`src/rtl/rv32d_pkg.sv`:
```
// Shared types, opcode constants and funct3 lookup tables for the RV32I decoder.
// No dependencies; imported by rv32d_decode, rv32i_instruction_decoder and the testbench.
`timescale 1ns / 1ps

package rv32d_pkg;

	localparam int INSTR_W = 32;
	localparam int OP_W    = 6;
	localparam int FMT_W   = 3;
	localparam int REG_W   = 5;
	localparam int IMM_W   = 21;

	// Major opcodes, bits 6..0
	localparam logic [6:0] OPC_LUI    = 7'b0110111;
	localparam logic [6:0] OPC_AUIPC  = 7'b0010111;
	localparam logic [6:0] OPC_JAL    = 7'b1101111;
	localparam logic [6:0] OPC_JALR   = 7'b1100111;
	localparam logic [6:0] OPC_BRANCH = 7'b1100011;
	localparam logic [6:0] OPC_LOAD   = 7'b0000011;
	localparam logic [6:0] OPC_STORE  = 7'b0100011;
	localparam logic [6:0] OPC_OP_IMM = 7'b0010011;
	localparam logic [6:0] OPC_OP     = 7'b0110011;
	localparam logic [6:0] OPC_SYSTEM = 7'b1110011;

	// funct3 codes that need a special look
	localparam logic [2:0] F3_ZERO = 3'b000;
	localparam logic [2:0] F3_ADD  = 3'b000;
	localparam logic [2:0] F3_SR   = 3'b101;

	typedef enum logic [FMT_W-1:0] {
		FMT_R = 3'd0,
		FMT_I = 3'd1,
		FMT_S = 3'd2,
		FMT_U = 3'd3,
		FMT_B = 3'd4,
		FMT_J = 3'd5
	} fmt_t;

	typedef enum logic [OP_W-1:0] {
		OP_LUI, OP_AUIPC, OP_JAL, OP_JALR,
		OP_BEQ, OP_BNE, OP_BLT, OP_BGE, OP_BLTU, OP_BGEU,
		OP_LB, OP_LH, OP_LW, OP_LBU, OP_LHU,
		OP_SB, OP_SH, OP_SW,
		OP_ADDI, OP_SLTI, OP_SLTIU, OP_XORI, OP_ORI, OP_ANDI,
		OP_SLLI, OP_SRLI, OP_SRAI,
		OP_ADD, OP_SUB, OP_SLL, OP_SLT, OP_SLTU, OP_XOR,
		OP_SRL, OP_SRA, OP_OR, OP_AND,
		OP_ECALL, OP_EBREAK
	} op_t;

	// funct3 -> operation tables; the *_OK masks flag the funct3 codes in use
	localparam op_t BRANCH_OPS [8] = '{OP_BEQ, OP_BNE, OP_LUI, OP_LUI,
		OP_BLT, OP_BGE, OP_BLTU, OP_BGEU};
	localparam logic [7:0] BRANCH_OK = 8'b1111_0011;

	localparam op_t LOAD_OPS [8] = '{OP_LB, OP_LH, OP_LW, OP_LUI,
		OP_LBU, OP_LHU, OP_LUI, OP_LUI};
	localparam logic [7:0] LOAD_OK = 8'b0011_0111;

	localparam op_t STORE_OPS [8] = '{OP_SB, OP_SH, OP_SW, OP_LUI,
		OP_LUI, OP_LUI, OP_LUI, OP_LUI};
	localparam logic [7:0] STORE_OK = 8'b0000_0111;

	localparam op_t OPIMM_OPS [8] = '{OP_ADDI, OP_SLLI, OP_SLTI, OP_SLTIU,
		OP_XORI, OP_SRLI, OP_ORI, OP_ANDI};

	localparam op_t REG_OPS [8] = '{OP_ADD, OP_SLL, OP_SLT, OP_SLTU,
		OP_XOR, OP_SRL, OP_OR, OP_AND};

	// One decoded word
	typedef struct packed {
		op_t              operation;
		fmt_t             format;
		logic             illegal;
		logic [REG_W-1:0] dest_reg;
		logic [REG_W-1:0] src1_reg;
		logic [REG_W-1:0] src2_reg;
		logic [IMM_W-1:0] immediate;
	} dec_t;

endpackage

```
`src/rtl/rv32d_decode.sv`:
```
// Combinational RV32I decode of one instruction word into a dec_t.
// Depends on rv32d_pkg.
`timescale 1ns / 1ps

module rv32d_decode
	import rv32d_pkg::*;
(
	input  logic [INSTR_W-1:0] instr,
	output dec_t               dec
);

	logic [6:0]       opc;
	logic [2:0]       f3;
	logic             b30;
	logic             known;
	logic             op_ok;
	op_t              op;
	fmt_t             fmt;
	logic [REG_W-1:0] rd;
	logic [REG_W-1:0] rs1;
	logic [REG_W-1:0] rs2;
	logic [IMM_W-1:0] imm;

	assign opc = instr[6:0];
	assign f3  = instr[14:12];
	assign b30 = instr[30];

	// Opcode and funct3 to operation and format
	always_comb begin
		known = 1'b1;
		op_ok = 1'b1;
		op    = OP_LUI;
		fmt   = FMT_R;
		case (opc)
			OPC_LUI: begin
				fmt = FMT_U;
				op  = OP_LUI;
			end
			OPC_AUIPC: begin
				fmt = FMT_U;
				op  = OP_AUIPC;
			end
			OPC_JAL: begin
				fmt = FMT_J;
				op  = OP_JAL;
			end
			OPC_JALR: begin
				fmt   = FMT_I;
				op    = OP_JALR;
				op_ok = (f3 == F3_ZERO);
			end
			OPC_BRANCH: begin
				fmt   = FMT_B;
				op    = BRANCH_OPS[f3];
				op_ok = BRANCH_OK[f3];
			end
			OPC_LOAD: begin
				fmt   = FMT_I;
				op    = LOAD_OPS[f3];
				op_ok = LOAD_OK[f3];
			end
			OPC_STORE: begin
				fmt   = FMT_S;
				op    = STORE_OPS[f3];
				op_ok = STORE_OK[f3];
			end
			OPC_OP_IMM: begin
				fmt = FMT_I;
				op  = OPIMM_OPS[f3];
				if (f3 == F3_SR && b30) begin
					op = OP_SRAI;
				end
			end
			OPC_OP: begin
				fmt = FMT_R;
				op  = REG_OPS[f3];
				if (b30 && f3 == F3_ADD) begin
					op = OP_SUB;
				end
				if (b30 && f3 == F3_SR) begin
					op = OP_SRA;
				end
			end
			OPC_SYSTEM: begin
				fmt   = FMT_I;
				op_ok = (f3 == F3_ZERO);
				op    = (instr[31:20] == 12'd0) ? OP_ECALL : OP_EBREAK;
			end
			default: begin
				known = 1'b0;
				op_ok = 1'b0;
			end
		endcase
	end

	// Register fields and immediate of the chosen format
	always_comb begin
		rd  = instr[11:7];
		rs1 = instr[19:15];
		rs2 = instr[24:20];
		imm = '0;
		case (fmt)
			FMT_I: begin
				imm = {9'd0, instr[31:20]};
				rs2 = '0;
			end
			FMT_S: begin
				imm = {9'd0, instr[31:25], instr[11:7]};
				rd  = '0;
			end
			FMT_B: begin
				imm = {8'd0, instr[31], instr[7], instr[30:25], instr[11:8], 1'b0};
				rd  = '0;
			end
			FMT_U: begin
				imm = {1'b0, instr[31:12]};
				rs1 = '0;
				rs2 = '0;
			end
			FMT_J: begin
				imm = {instr[31], instr[19:12], instr[20], instr[30:21], 1'b0};
				rs1 = '0;
				rs2 = '0;
			end
			default: begin
				imm = '0;
			end
		endcase
		if (!known) begin
			rd  = '0;
			rs1 = '0;
			rs2 = '0;
		end
	end

	// Unknown operations report as illegal with operation zero
	always_comb begin
		dec.operation = op_ok ? op : OP_LUI;
		dec.format    = fmt;
		dec.illegal   = !op_ok;
		dec.dest_reg  = rd;
		dec.src1_reg  = rs1;
		dec.src2_reg  = rs2;
		dec.immediate = imm;
	end

endmodule

```
`src/rtl/rv32i_instruction_decoder.sv`:
```
// Top level of the RV32I decoder: input register, decode logic, result register.
// Depends on rv32d_pkg and rv32d_decode.
//
//   channel | signals                                      | dir
//   --------+----------------------------------------------+-----
//   in      | in_valid, in_stall, instruction_word         | in
//   out     | out_valid, out_stall, operation, format,     | out
//           | illegal, dest_reg, src1_reg, src2_reg,       |
//           | immediate                                    |
//
// One word is taken every cycle while in_stall is low; a word reaches the output
// as it moves from the input register to the result register.
// arst_n clears both valid flags; payload registers are not reset.
// out_stall holds the result register; the input register keeps loading while
// the result register is empty, so in_stall rises only when both stages are full.
`timescale 1ns / 1ps

module rv32i_instruction_decoder
	import rv32d_pkg::*;
(
	input  logic               clk,
	input  logic               arst_n,
	input  logic               in_valid,
	output logic               in_stall,
	input  logic [INSTR_W-1:0] instruction_word,
	output logic               out_valid,
	input  logic               out_stall,
	output logic [OP_W-1:0]    operation,
	output logic [FMT_W-1:0]   format,
	output logic               illegal,
	output logic [REG_W-1:0]   dest_reg,
	output logic [REG_W-1:0]   src1_reg,
	output logic [REG_W-1:0]   src2_reg,
	output logic [IMM_W-1:0]   immediate
);

	logic               valid_s1;
	logic [INSTR_W-1:0] instr_s1;
	logic               valid_s2;
	dec_t               dec_s2;
	dec_t               dec_comb;
	logic               adv_s2;
	logic               adv_s1;

	// Stage movement
	assign adv_s2   = !valid_s2 || !out_stall;
	assign adv_s1   = !valid_s1 || adv_s2;
	assign in_stall = !adv_s1;

	// Input register
	always_ff @(posedge clk or negedge arst_n) begin
		if (!arst_n) begin
			valid_s1 <= 1'b0;
		end else if (adv_s1) begin
			valid_s1 <= in_valid;
		end
	end

	always_ff @(posedge clk) begin
		if (adv_s1 && in_valid) begin
			instr_s1 <= instruction_word;
		end
	end

	rv32d_decode u_decode (
		.instr (instr_s1),
		.dec   (dec_comb)
	);

	// Result register
	always_ff @(posedge clk or negedge arst_n) begin
		if (!arst_n) begin
			valid_s2 <= 1'b0;
		end else if (adv_s2) begin
			valid_s2 <= valid_s1;
		end
	end

	always_ff @(posedge clk) begin
		if (adv_s2 && valid_s1) begin
			dec_s2 <= dec_comb;
		end
	end

	assign out_valid = valid_s2;
	assign operation = dec_s2.operation;
	assign format    = dec_s2.format;
	assign illegal   = dec_s2.illegal;
	assign dest_reg  = dec_s2.dest_reg;
	assign src1_reg  = dec_s2.src1_reg;
	assign src2_reg  = dec_s2.src2_reg;
	assign immediate = dec_s2.immediate;

`ifndef NO_ASSERTIONS
	// Back-pressure only when both stages hold a word and the sink is stalled
	a_stall_full: assert property (@(posedge clk) disable iff (!arst_n)
		in_stall |-> (valid_s1 && valid_s2 && out_stall))
		else $error("in_stall raised with a free stage");

	// Illegal words carry operation zero
	a_illegal_op: assert property (@(posedge clk) disable iff (!arst_n)
		(out_valid && illegal) |-> (operation == OP_LUI))
		else $error("illegal word with non-zero operation");

	// U format has no source registers
	a_u_regs: assert property (@(posedge clk) disable iff (!arst_n)
		(out_valid && format == FMT_U) |-> (src1_reg == '0 && src2_reg == '0))
		else $error("U format with source register set");

	// S and B formats have no destination
	a_sb_rd: assert property (@(posedge clk) disable iff (!arst_n)
		(out_valid && (format == FMT_S || format == FMT_B)) |-> (dest_reg == '0))
		else $error("S or B format with destination set");

	// R format carries no immediate
	a_r_imm: assert property (@(posedge clk) disable iff (!arst_n)
		(out_valid && format == FMT_R) |-> (immediate == '0))
		else $error("R format with non-zero immediate");
`endif

endmodule

```
`config.mk`:
```
export PLATFORM = sky130hd
export DESIGN_NAME = rv32i_instruction_decoder
export DESIGN_NICKNAME = d
export VERILOG_FILES = /design/src/rtl/rv32d_pkg.sv /design/src/rtl/rv32d_decode.sv /design/src/rtl/rv32i_instruction_decoder.sv
export SDC_FILE = /design/constraint.sdc
export NUM_CORES = 1
export LEC_CHECK = 0
export ABC_AREA = 1
export BUFFER_PORTS_ARGS = -buffer_cell sky130_fd_sc_hd__buf_4
export CORE_MARGIN = 2
export CORE_UTILIZATION = 49
export DETAILED_ROUTE_END_ITERATION = 6
export HOLD_SLACK_MARGIN = 0.1
export PLACE_DENSITY = 0.76
export SLEW_MARGIN = 10
export SYNTH_ARGS = -nofsm -noshare
export SYNTH_HDL_FRONTEND = slang
export SYNTH_SLANG_ARGS = --single-unit
```
`constraint.sdc`:
```
create_clock -name clk -period 2.7 [get_ports clk]
set_input_delay 0.27 -clock clk [delete_from_list [all_inputs] [get_ports clk]]
set_output_delay 0.27 -clock clk [all_outputs]
set_load 0.1 [all_outputs]
```
==> run summary, run 1 <==
switch share: 0.346
share of cells above drive strength 1: 0.244
chip height: 93.5 um
final setup vio count: 0
max FFs per register: 32
clock root buffer: clkbuf_8
Worst slew margin: 0.516
postcts setup bufs: 0
number of global-route vias before repair: 3038
Post-Syn Nets: 431
most common cell after layout, fill and taps aside: nand2_1
GPL Wtd Cong: 0.883
Syn-to-layout area delta: 31.7%
CTS max path bufs: 2
clock network power share: 0.280
Max Cap Violations: 0
period utilization: 0.736
hold wc startpoint: instruction_word[22]
Area contributors post-synth: edfxtp_1 (60%), nand2_1 (9.6%), inv_1 (5.2%)
Worst setup EP type: flip-flop
setup_tns: 0 ns
Comb pwr share: 0.257
worst-margin pin slew: 0.725 ns
CP dominant cell by count: nand2_1
register area share after synthesis: 0.624
Peak Freq: 0.503 GHz
r2r setup slk: 0.71 ns
Final Max Tran Viols: 0
slowest stage delay, CP: 0.56 ns
post-route ant nets: 0
Pre-Repair DR Iteration Count: 5
NetSw: 1.19 mW
Cell variety after synth: 30
Worst-Skew Late Latency: 0.35 ns
post-synthesis register bit count: 83
vias post-DR: 3077
Die Area: 8750 um^2
remaining global-route overflow: 0
first-pass GRT wire length: 14.6 mm
Final Power: 3.45 mW
outcome: complete, no violations
most frequent cells in the layout: nand2_1 (101), buf_4 (86), edfxtp_1 (78), inv_1 (54), nor2_1 (45)
routed len/inst: 14.8 um
DRT iter0 DRCs: 141
total track usage: 0.221
WL final: 9.09 mm
n_diodes: 0
skew final: 0.0129 ns
Post-DP Area: 4660 um^2
pre-CTS WS: 0.685 ns
hold slack: 0.111 ns
Pleak: 2.42 nW
pwr dens: 666 nW/um^2
FF-to-FF End: instr_s1[25]
initial antenna violation count: 0
DP Wirelength: 6.09 mm
fillcell total: 617
nets: 552
crit path kind: flip-flop to flip-flop
Top reg by flops: instr_s1
initial core utilization: 0.506
fin area: 5170 um^2
worst setup margin: 0.712 ns
CP Max Fanout: 18
Avg Synthesized Cell Area: 10.2 um^2
R2R cell count: 6
largest net degree at the start of global routing: 47
port bufs: 83
Synth Cell Area: 3930 um^2
crit start category: flip-flop
H-tree Lvls: 3
CTS buffer count: 9
Core Rows: 32
Critical Path RT: 2.75 ns
clock slew at reported path FFs: 0.08 ns
CTS tree: built
worst vdd ir: 291 uV
area share of the largest cell type after synthesis: 0.596
Cell Int Power: 2.25 mW
crit path DAT: 2.04 ns
crit path launch: out_valid
Yosys top cell by area: edfxtp_1
Residual DRC: 0
CTS sink count: 83
sequential share of power: 0.463
cell count after synthesis: 387
critical-path cell list: nand2_1, inv_1, nand2_1, nand2_1, inv_1, buf_4
I/O pin cnt: 84
reg-to-reg startpoint: out_valid
Critical-path top delay cell: inv_1
width of the die: 93.5 um
Worst Hold Class: primary input to flip-flop
vias per cell: 5.01
Core Region: 7770 um^2
Hold Vio Cnt, Final: 0
Worst Setup EP: instr_s1[25]
RSZ-0062 raised after global routing: no
clock period minus worst slack: 1.99 ns
Synth Warn #: 0
## worst max-delay path, delay by kind of cell (launching register included)
kind	cells	cell delay, ns
buffers and inverters	3	1.00
DFF	1	0.38
and+or+nand+nor	3	0.30
## cells by family (layout without fill, tap and decap cells)
logic type / count (synthesis) / after routing / share of synthesized area
AOI/OAI and AO/OA: 41 / 41 / 0.0627
adders and majority gates: 8 / 8 / 0.0255
buffers and inverters: 66 / 191 / 0.0701
DFF: 83 / 83 / 0.624
and+or+nand+nor: 189 / 189 / 0.218
## worst min path at each step
stage | endpoint | depth (start not counted)
final | instr_s1[22] | 1
after global routing | instr_s1[22] | 1
after global placement | out_valid | 1
after floorplan | out_valid | 0
after detailed placement | valid_s1 | 1
after CTS | instr_s1[22] | 1
## power groups by stage
stage | Sequential (mW) | Combinational, mW | Clock, mW
after global placement | 1.62 | 0.846 | 0
after CTS | 1.60 | 0.887 | 0.968
final | 1.60 | 0.886 | 0.965
after detailed placement | 1.62 | 0.849 | 0
after floorplan | 2.11 | 0.161 | 0
after global routing | 1.61 | 0.925 | 1.02
## per-layer routing
layer | track usage | wire length [um] | part of all wire | vias to the layer above
li1 | - | - | - | 1520
met1 | 0.269 | 3780 | 0.42 | 1407
met2 | 0.389 | 4520 | 0.50 | 129
met3 | 0.0435 | 550 | 0.061 | 21
met4 | 0.0833 | 238 | 0.026 | 0
met5 | 0 | 0 | 0 | -
## per-stage QoR
stage               utilization  std cells
global placement          0.599        568
finish                    0.666        614
global route              0.666        614
CTS                       0.666        614
detailed placement        0.599        568
floorplan                     -        387
## Yosys cell counts, drive strengths merged
| cell type | number |
|---|---|
| inv | 59 |
| dfxtp | 3 |
| o221ai | 1 |
| nor3 | 3 |
| a21oi | 10 |
| o211ai | 1 |
| nand3b | 2 |
| o21ai | 8 |
| edfxtp | 78 |
| dfrtp | 2 |
| ha | 8 |
| o21bai | 1 |
| nor2 | 50 |
| nand3 | 24 |
| nand2 | 108 |
| o22ai | 17 |
| a22oi | 2 |
| a21o | 1 |
| buf | 6 |
| nand4 | 2 |
| clkbuf | 1 |
## final cells by class
class	count	area (um^2)	area share
repair buffers	117	956	0.185
multi-input cells	238	1210	0.234
clock inverters	4	76.3	0.0148
well taps	102	128	0.0247
inverters	59	221	0.0428
flip-flops and latches	83	2450	0.474
clock buffers	11	131	0.0254
## timing repair
item	4_1_cts	5_1_grt
resized for setup	0	0
hold buffers	31	0
endpoints found under the hold margin	32	0
setup endpoints to repair	0	0
Note: power is estimated with default switching activity, not from simulation.
==> run 2, diff against run 1 <==
--- a/config.mk
+++ b/config.mk
@@ -5,13 +5,13 @@
 export SDC_FILE = /design/constraint.sdc
 export NUM_CORES = 1
 export LEC_CHECK = 0
-export ABC_AREA = 1
+export ABC_AREA = 0
 export BUFFER_PORTS_ARGS = -buffer_cell sky130_fd_sc_hd__buf_4
 export CORE_MARGIN = 2
-export CORE_UTILIZATION = 49
+export CORE_UTILIZATION = 50
 export DETAILED_ROUTE_END_ITERATION = 6
 export HOLD_SLACK_MARGIN = 0.1
-export PLACE_DENSITY = 0.76
+export PLACE_DENSITY = 0.74
 export SLEW_MARGIN = 10
 export SYNTH_ARGS = -nofsm -noshare
 export SYNTH_HDL_FRONTEND = slang
==> constraint.sdc (replaced) <==
create_clock -name clk -period 2 [get_ports clk]
set_input_delay 0.2 -clock clk [delete_from_list [all_inputs] [get_ports clk]]
set_output_delay 0.2 -clock clk [all_outputs]
set_load 0.1 [all_outputs]
==> run 2 against run 1 <==
  * Critical path depth down 1
  * Fmax grew 3.4%
  * Highest routed layer unchanged
  * Critical endpoint is now operation[4]
  * Via count decreased by 3.2%
  * Combinational power up 9.4%
  * Die area decreased by 4.2%
  * Total power rose by 29%
==> run summary, run 2 <==
worst-margin pin slew: 0.496 ns (was 0.725 ns)
pwr dens: 835 nW/um^2 (was 666 nW/um^2)
CTS sink count: 83 (unchanged)
Core Region: 7330 um^2 (was 7770 um^2)
Finished Layout Cells: 540 (was 614)
mux cell area share after synthesis: 0.00522 (was 0)
Max Cap Violations: 0 (unchanged)
initial antenna violation count: 0 (unchanged)
Residual DRC: 0 (unchanged)
Worst setup EP type: flip-flop (unchanged)
chip height: 91.6 um (was 93.5 um)
largest net degree at the start of global routing: 47 (unchanged)
share of cells above drive strength 1: 0.317 (was 0.244)
Post-Synth Simple-Gate Area: 0.136 (was 0.218)
width of the die: 91.6 um (was 93.5 um)
vias per cell: 5.51 (was 5.01)
port bufs: 83 (unchanged)
placed cell count: 486 (was 568)
WL final: 9.17 mm (was 9.09 mm)
Synth Cell Area: 3830 um^2 (was 3930 um^2)
fillcell total: 485 (was 617)
crit start category: flip-flop (unchanged)
H-tree Lvls: 3 (unchanged)
Yosys top cell by area: edfxtp_1 (unchanged)
crit path launch: instr_s1[5] (was out_valid)
remaining global-route overflow: 0 (unchanged)
post-synthesis xor/xnor area fraction: 0 (unchanged)
Worst Hold Class: primary input to async pin (was primary input to flip-flop)
CTS tree: built (unchanged)
largest family of logic cells by synthesized area: compound AO/OA/AOI/OAI gates (was simple AND/OR/NAND/NOR gates)
setup_tns: 0 ns (unchanged)
clock slew at reported path FFs: 0.09 ns (was 0.08 ns)
post-synthesis register bit count: 83 (unchanged)
n_diodes: 0 (unchanged)
CTS buffer count: 9 (unchanged)
Pleak: 2.11 nW (was 2.42 nW)
Primary FF master, synth: edfxtp_1 (unchanged)
most frequent cells in the layout: buf_4 (110), edfxtp_1 (78), dlygate4sd3_1 (35), nand2_1 (23), and2_1 (17) (was nand2_1 (101), buf_4 (86), edfxtp_1 (78), inv_1 (54), nor2_1 (45))
GPL Wtd Cong: 0.905 (was 0.883)
Post-synth EDFFs: 78 (unchanged)
CTS max path bufs: 2 (unchanged)
period utilization: 0.961 (was 0.736)
cell count after synthesis: 295 (was 387)
DP Wirelength: 6.23 mm (was 6.09 mm)
Top reg by flops: instr_s1 (unchanged)
reg-to-reg startpoint: instr_s1[5] (was out_valid)
routed len/inst: 17.0 um (was 14.8 um)
Peak Freq: 0.520 GHz (was 0.503 GHz)
max FFs per register: 32 (unchanged)
Avg Synthesized Cell Area: 13.0 um^2 (was 10.2 um^2)
final setup vio count: 0 (unchanged)
register area share after synthesis: 0.640 (was 0.624)
first-pass GRT wire length: 14.5 mm (was 14.6 mm)
outcome: complete, no violations (unchanged)
area share of the largest cell type after synthesis: 0.611 (was 0.596)
initial core utilization: 0.523 (was 0.506)
Pre-Repair DR Iteration Count: 5 (unchanged)
post-synthesis adder-cell area fraction: 0.0261 (was 0.0255)
worst vdd ir: 603 uV (was 291 uV)
Worst-Skew Late Latency: 0.35 ns (about the same)
crit path kind: flip-flop to flip-flop (unchanged)
Cell variety after synth: 60 (was 30)
Final Max Tran Viols: 0 (unchanged)
Async SR Flop Fraction: 0.0241 (unchanged)
total track usage: 0.226 (was 0.221)
Core Rows: 31 (was 32)
skew final: 0.00945 ns (was 0.0129 ns)
most frequent cell after synthesis: edfxtp_1 (was nand2_1)
hold slack: 0.161 ns (was 0.111 ns)
clock root buffer: clkbuf_8 (unchanged)
vias post-DR: 2977 (was 3077)
Synth Area in Compound Gates: 0.159 (was 0.0627)
number of global-route vias before repair: 2805 (was 3038)
nets: 480 (was 552)
Area contributors post-synth: edfxtp_1 (61%), a22o_1 (3.0%), and2_1 (2.8%) (was edfxtp_1 (60%), nand2_1 (9.6%), inv_1 (5.2%))
Post-Syn Nets: 339 (was 431)
r2r setup slk: 0.08 ns (was 0.71 ns)
Syn-to-layout area delta: 38.6% (was 31.7%)
I/O pin cnt: 84 (unchanged)
most frequent cells after synthesis: edfxtp_1 (78), nand2_1 (23), a21oi_1 (17), and2_1 (17), nor2_1 (15) (was nand2_1 (101), edfxtp_1 (78), inv_1 (54))
Die Area: 8380 um^2 (was 8750 um^2)
Synth Warn #: 0 (unchanged)
DRT iter0 DRCs: 252 (was 141)
Hold Vio Cnt, Final: 0 (unchanged)
CP Max Fanout: 7 (was 18)
clock period minus worst slack: 1.92 ns (was 1.99 ns)
Critical Path RT: 2.17 ns (was 2.75 ns)
Worst slew margin: 0.667 (was 0.516)
crit path DAT: 2.09 ns (was 2.04 ns)
post-route ant nets: 0 (unchanged)
most common cell after layout, fill and taps aside: buf_4 (was nand2_1)
-- run 2: critical path, stage by stage, from the launching register on --
cell and delay [ns]:
edfxtp_1 0.51, or2_1 0.34, nor2_4 0.10, o21bai_1 0.08
a221o_2 0.42, a2111oi_4 0.28
-- run 2: cell type report --
cell class / instances / area (um^2) / share of cell area
inverter: 8 / 33.8 / 0.00636
timing repair buffer: 147 / 1200 / 0.226
clock buffer: 9 / 124 / 0.0233
clock inverter: 7 / 105 / 0.0198
multi-input combinational: 187 / 1270 / 0.239
tap: 99 / 124 / 0.0233
sequential: 83 / 2460 / 0.462
-- run 2: where the power goes --
| part | internal [mW] | total, mW | switching [mW] | leakage, nW |
|---|---|---|---|---|
| clock network | 0.725 | 1.38 | 0.650 | 0.113 |
| registers | 2.03 | 2.09 | 0.0628 | 0.815 |
| logic | 0.273 | 0.969 | 0.696 | 1.18 |
-- run 2: cells by family (layout without fill, tap and decap cells) --
family	count (synthesis)	count (layout)
buffers and inverters	25	171
AND/OR/NAND/NOR	96	96
multiplexers	2	2
adder cells (fa/ha/maj)	8	8
flip-flops	83	83
AO/OA/AOI/OAI	81	81
-- run 2: final timing paths --
| path | to | depth (start not counted) |
|---|---|---|
| worst max-delay path | operation[4] | 5 |
| min in group clk | out_valid | 1 |
| worst min-delay path | out_valid | 2 |
| worst min register to register | out_valid | 1 |
| worst max register to register | operation[4] | 5 |
| max in group asynchronous | out_valid | 2 |
-- run 2: per-layer routing --
metal	global-route usage	share of wire	wire length (um)	vias up
met5	0	0	0	-
met4	0.0770	0.011	102	0
met3	0.0332	0.074	681	9
met2	0.364	0.49	4530	149
met1	0.315	0.42	3860	1394
li1	-	-	-	1425
-- run 2: through the flow --
stage                     setup WS, ns   util  instance area [um^2]  total power, mW
after global routing          -0.00298  0.725                  5310             4.57
final                           0.0773  0.725                  5310             4.44
after CTS                       0.0560  0.721                  5290             4.44
after global placement           0.111  0.642                  4710             3.03
after floorplan                0.00891      -                  3850             2.78
after detailed placement        0.0829  0.642                  4710             3.04
-- run 2: timing repair --
action | in CTS | in global routing
endpoints found under the setup margin | 0 | 11
setup buffers | 0 | 3
hold buffers | 35 | 0
endpoints found under the hold margin | 36 | 0
resized for setup | 0 | 1
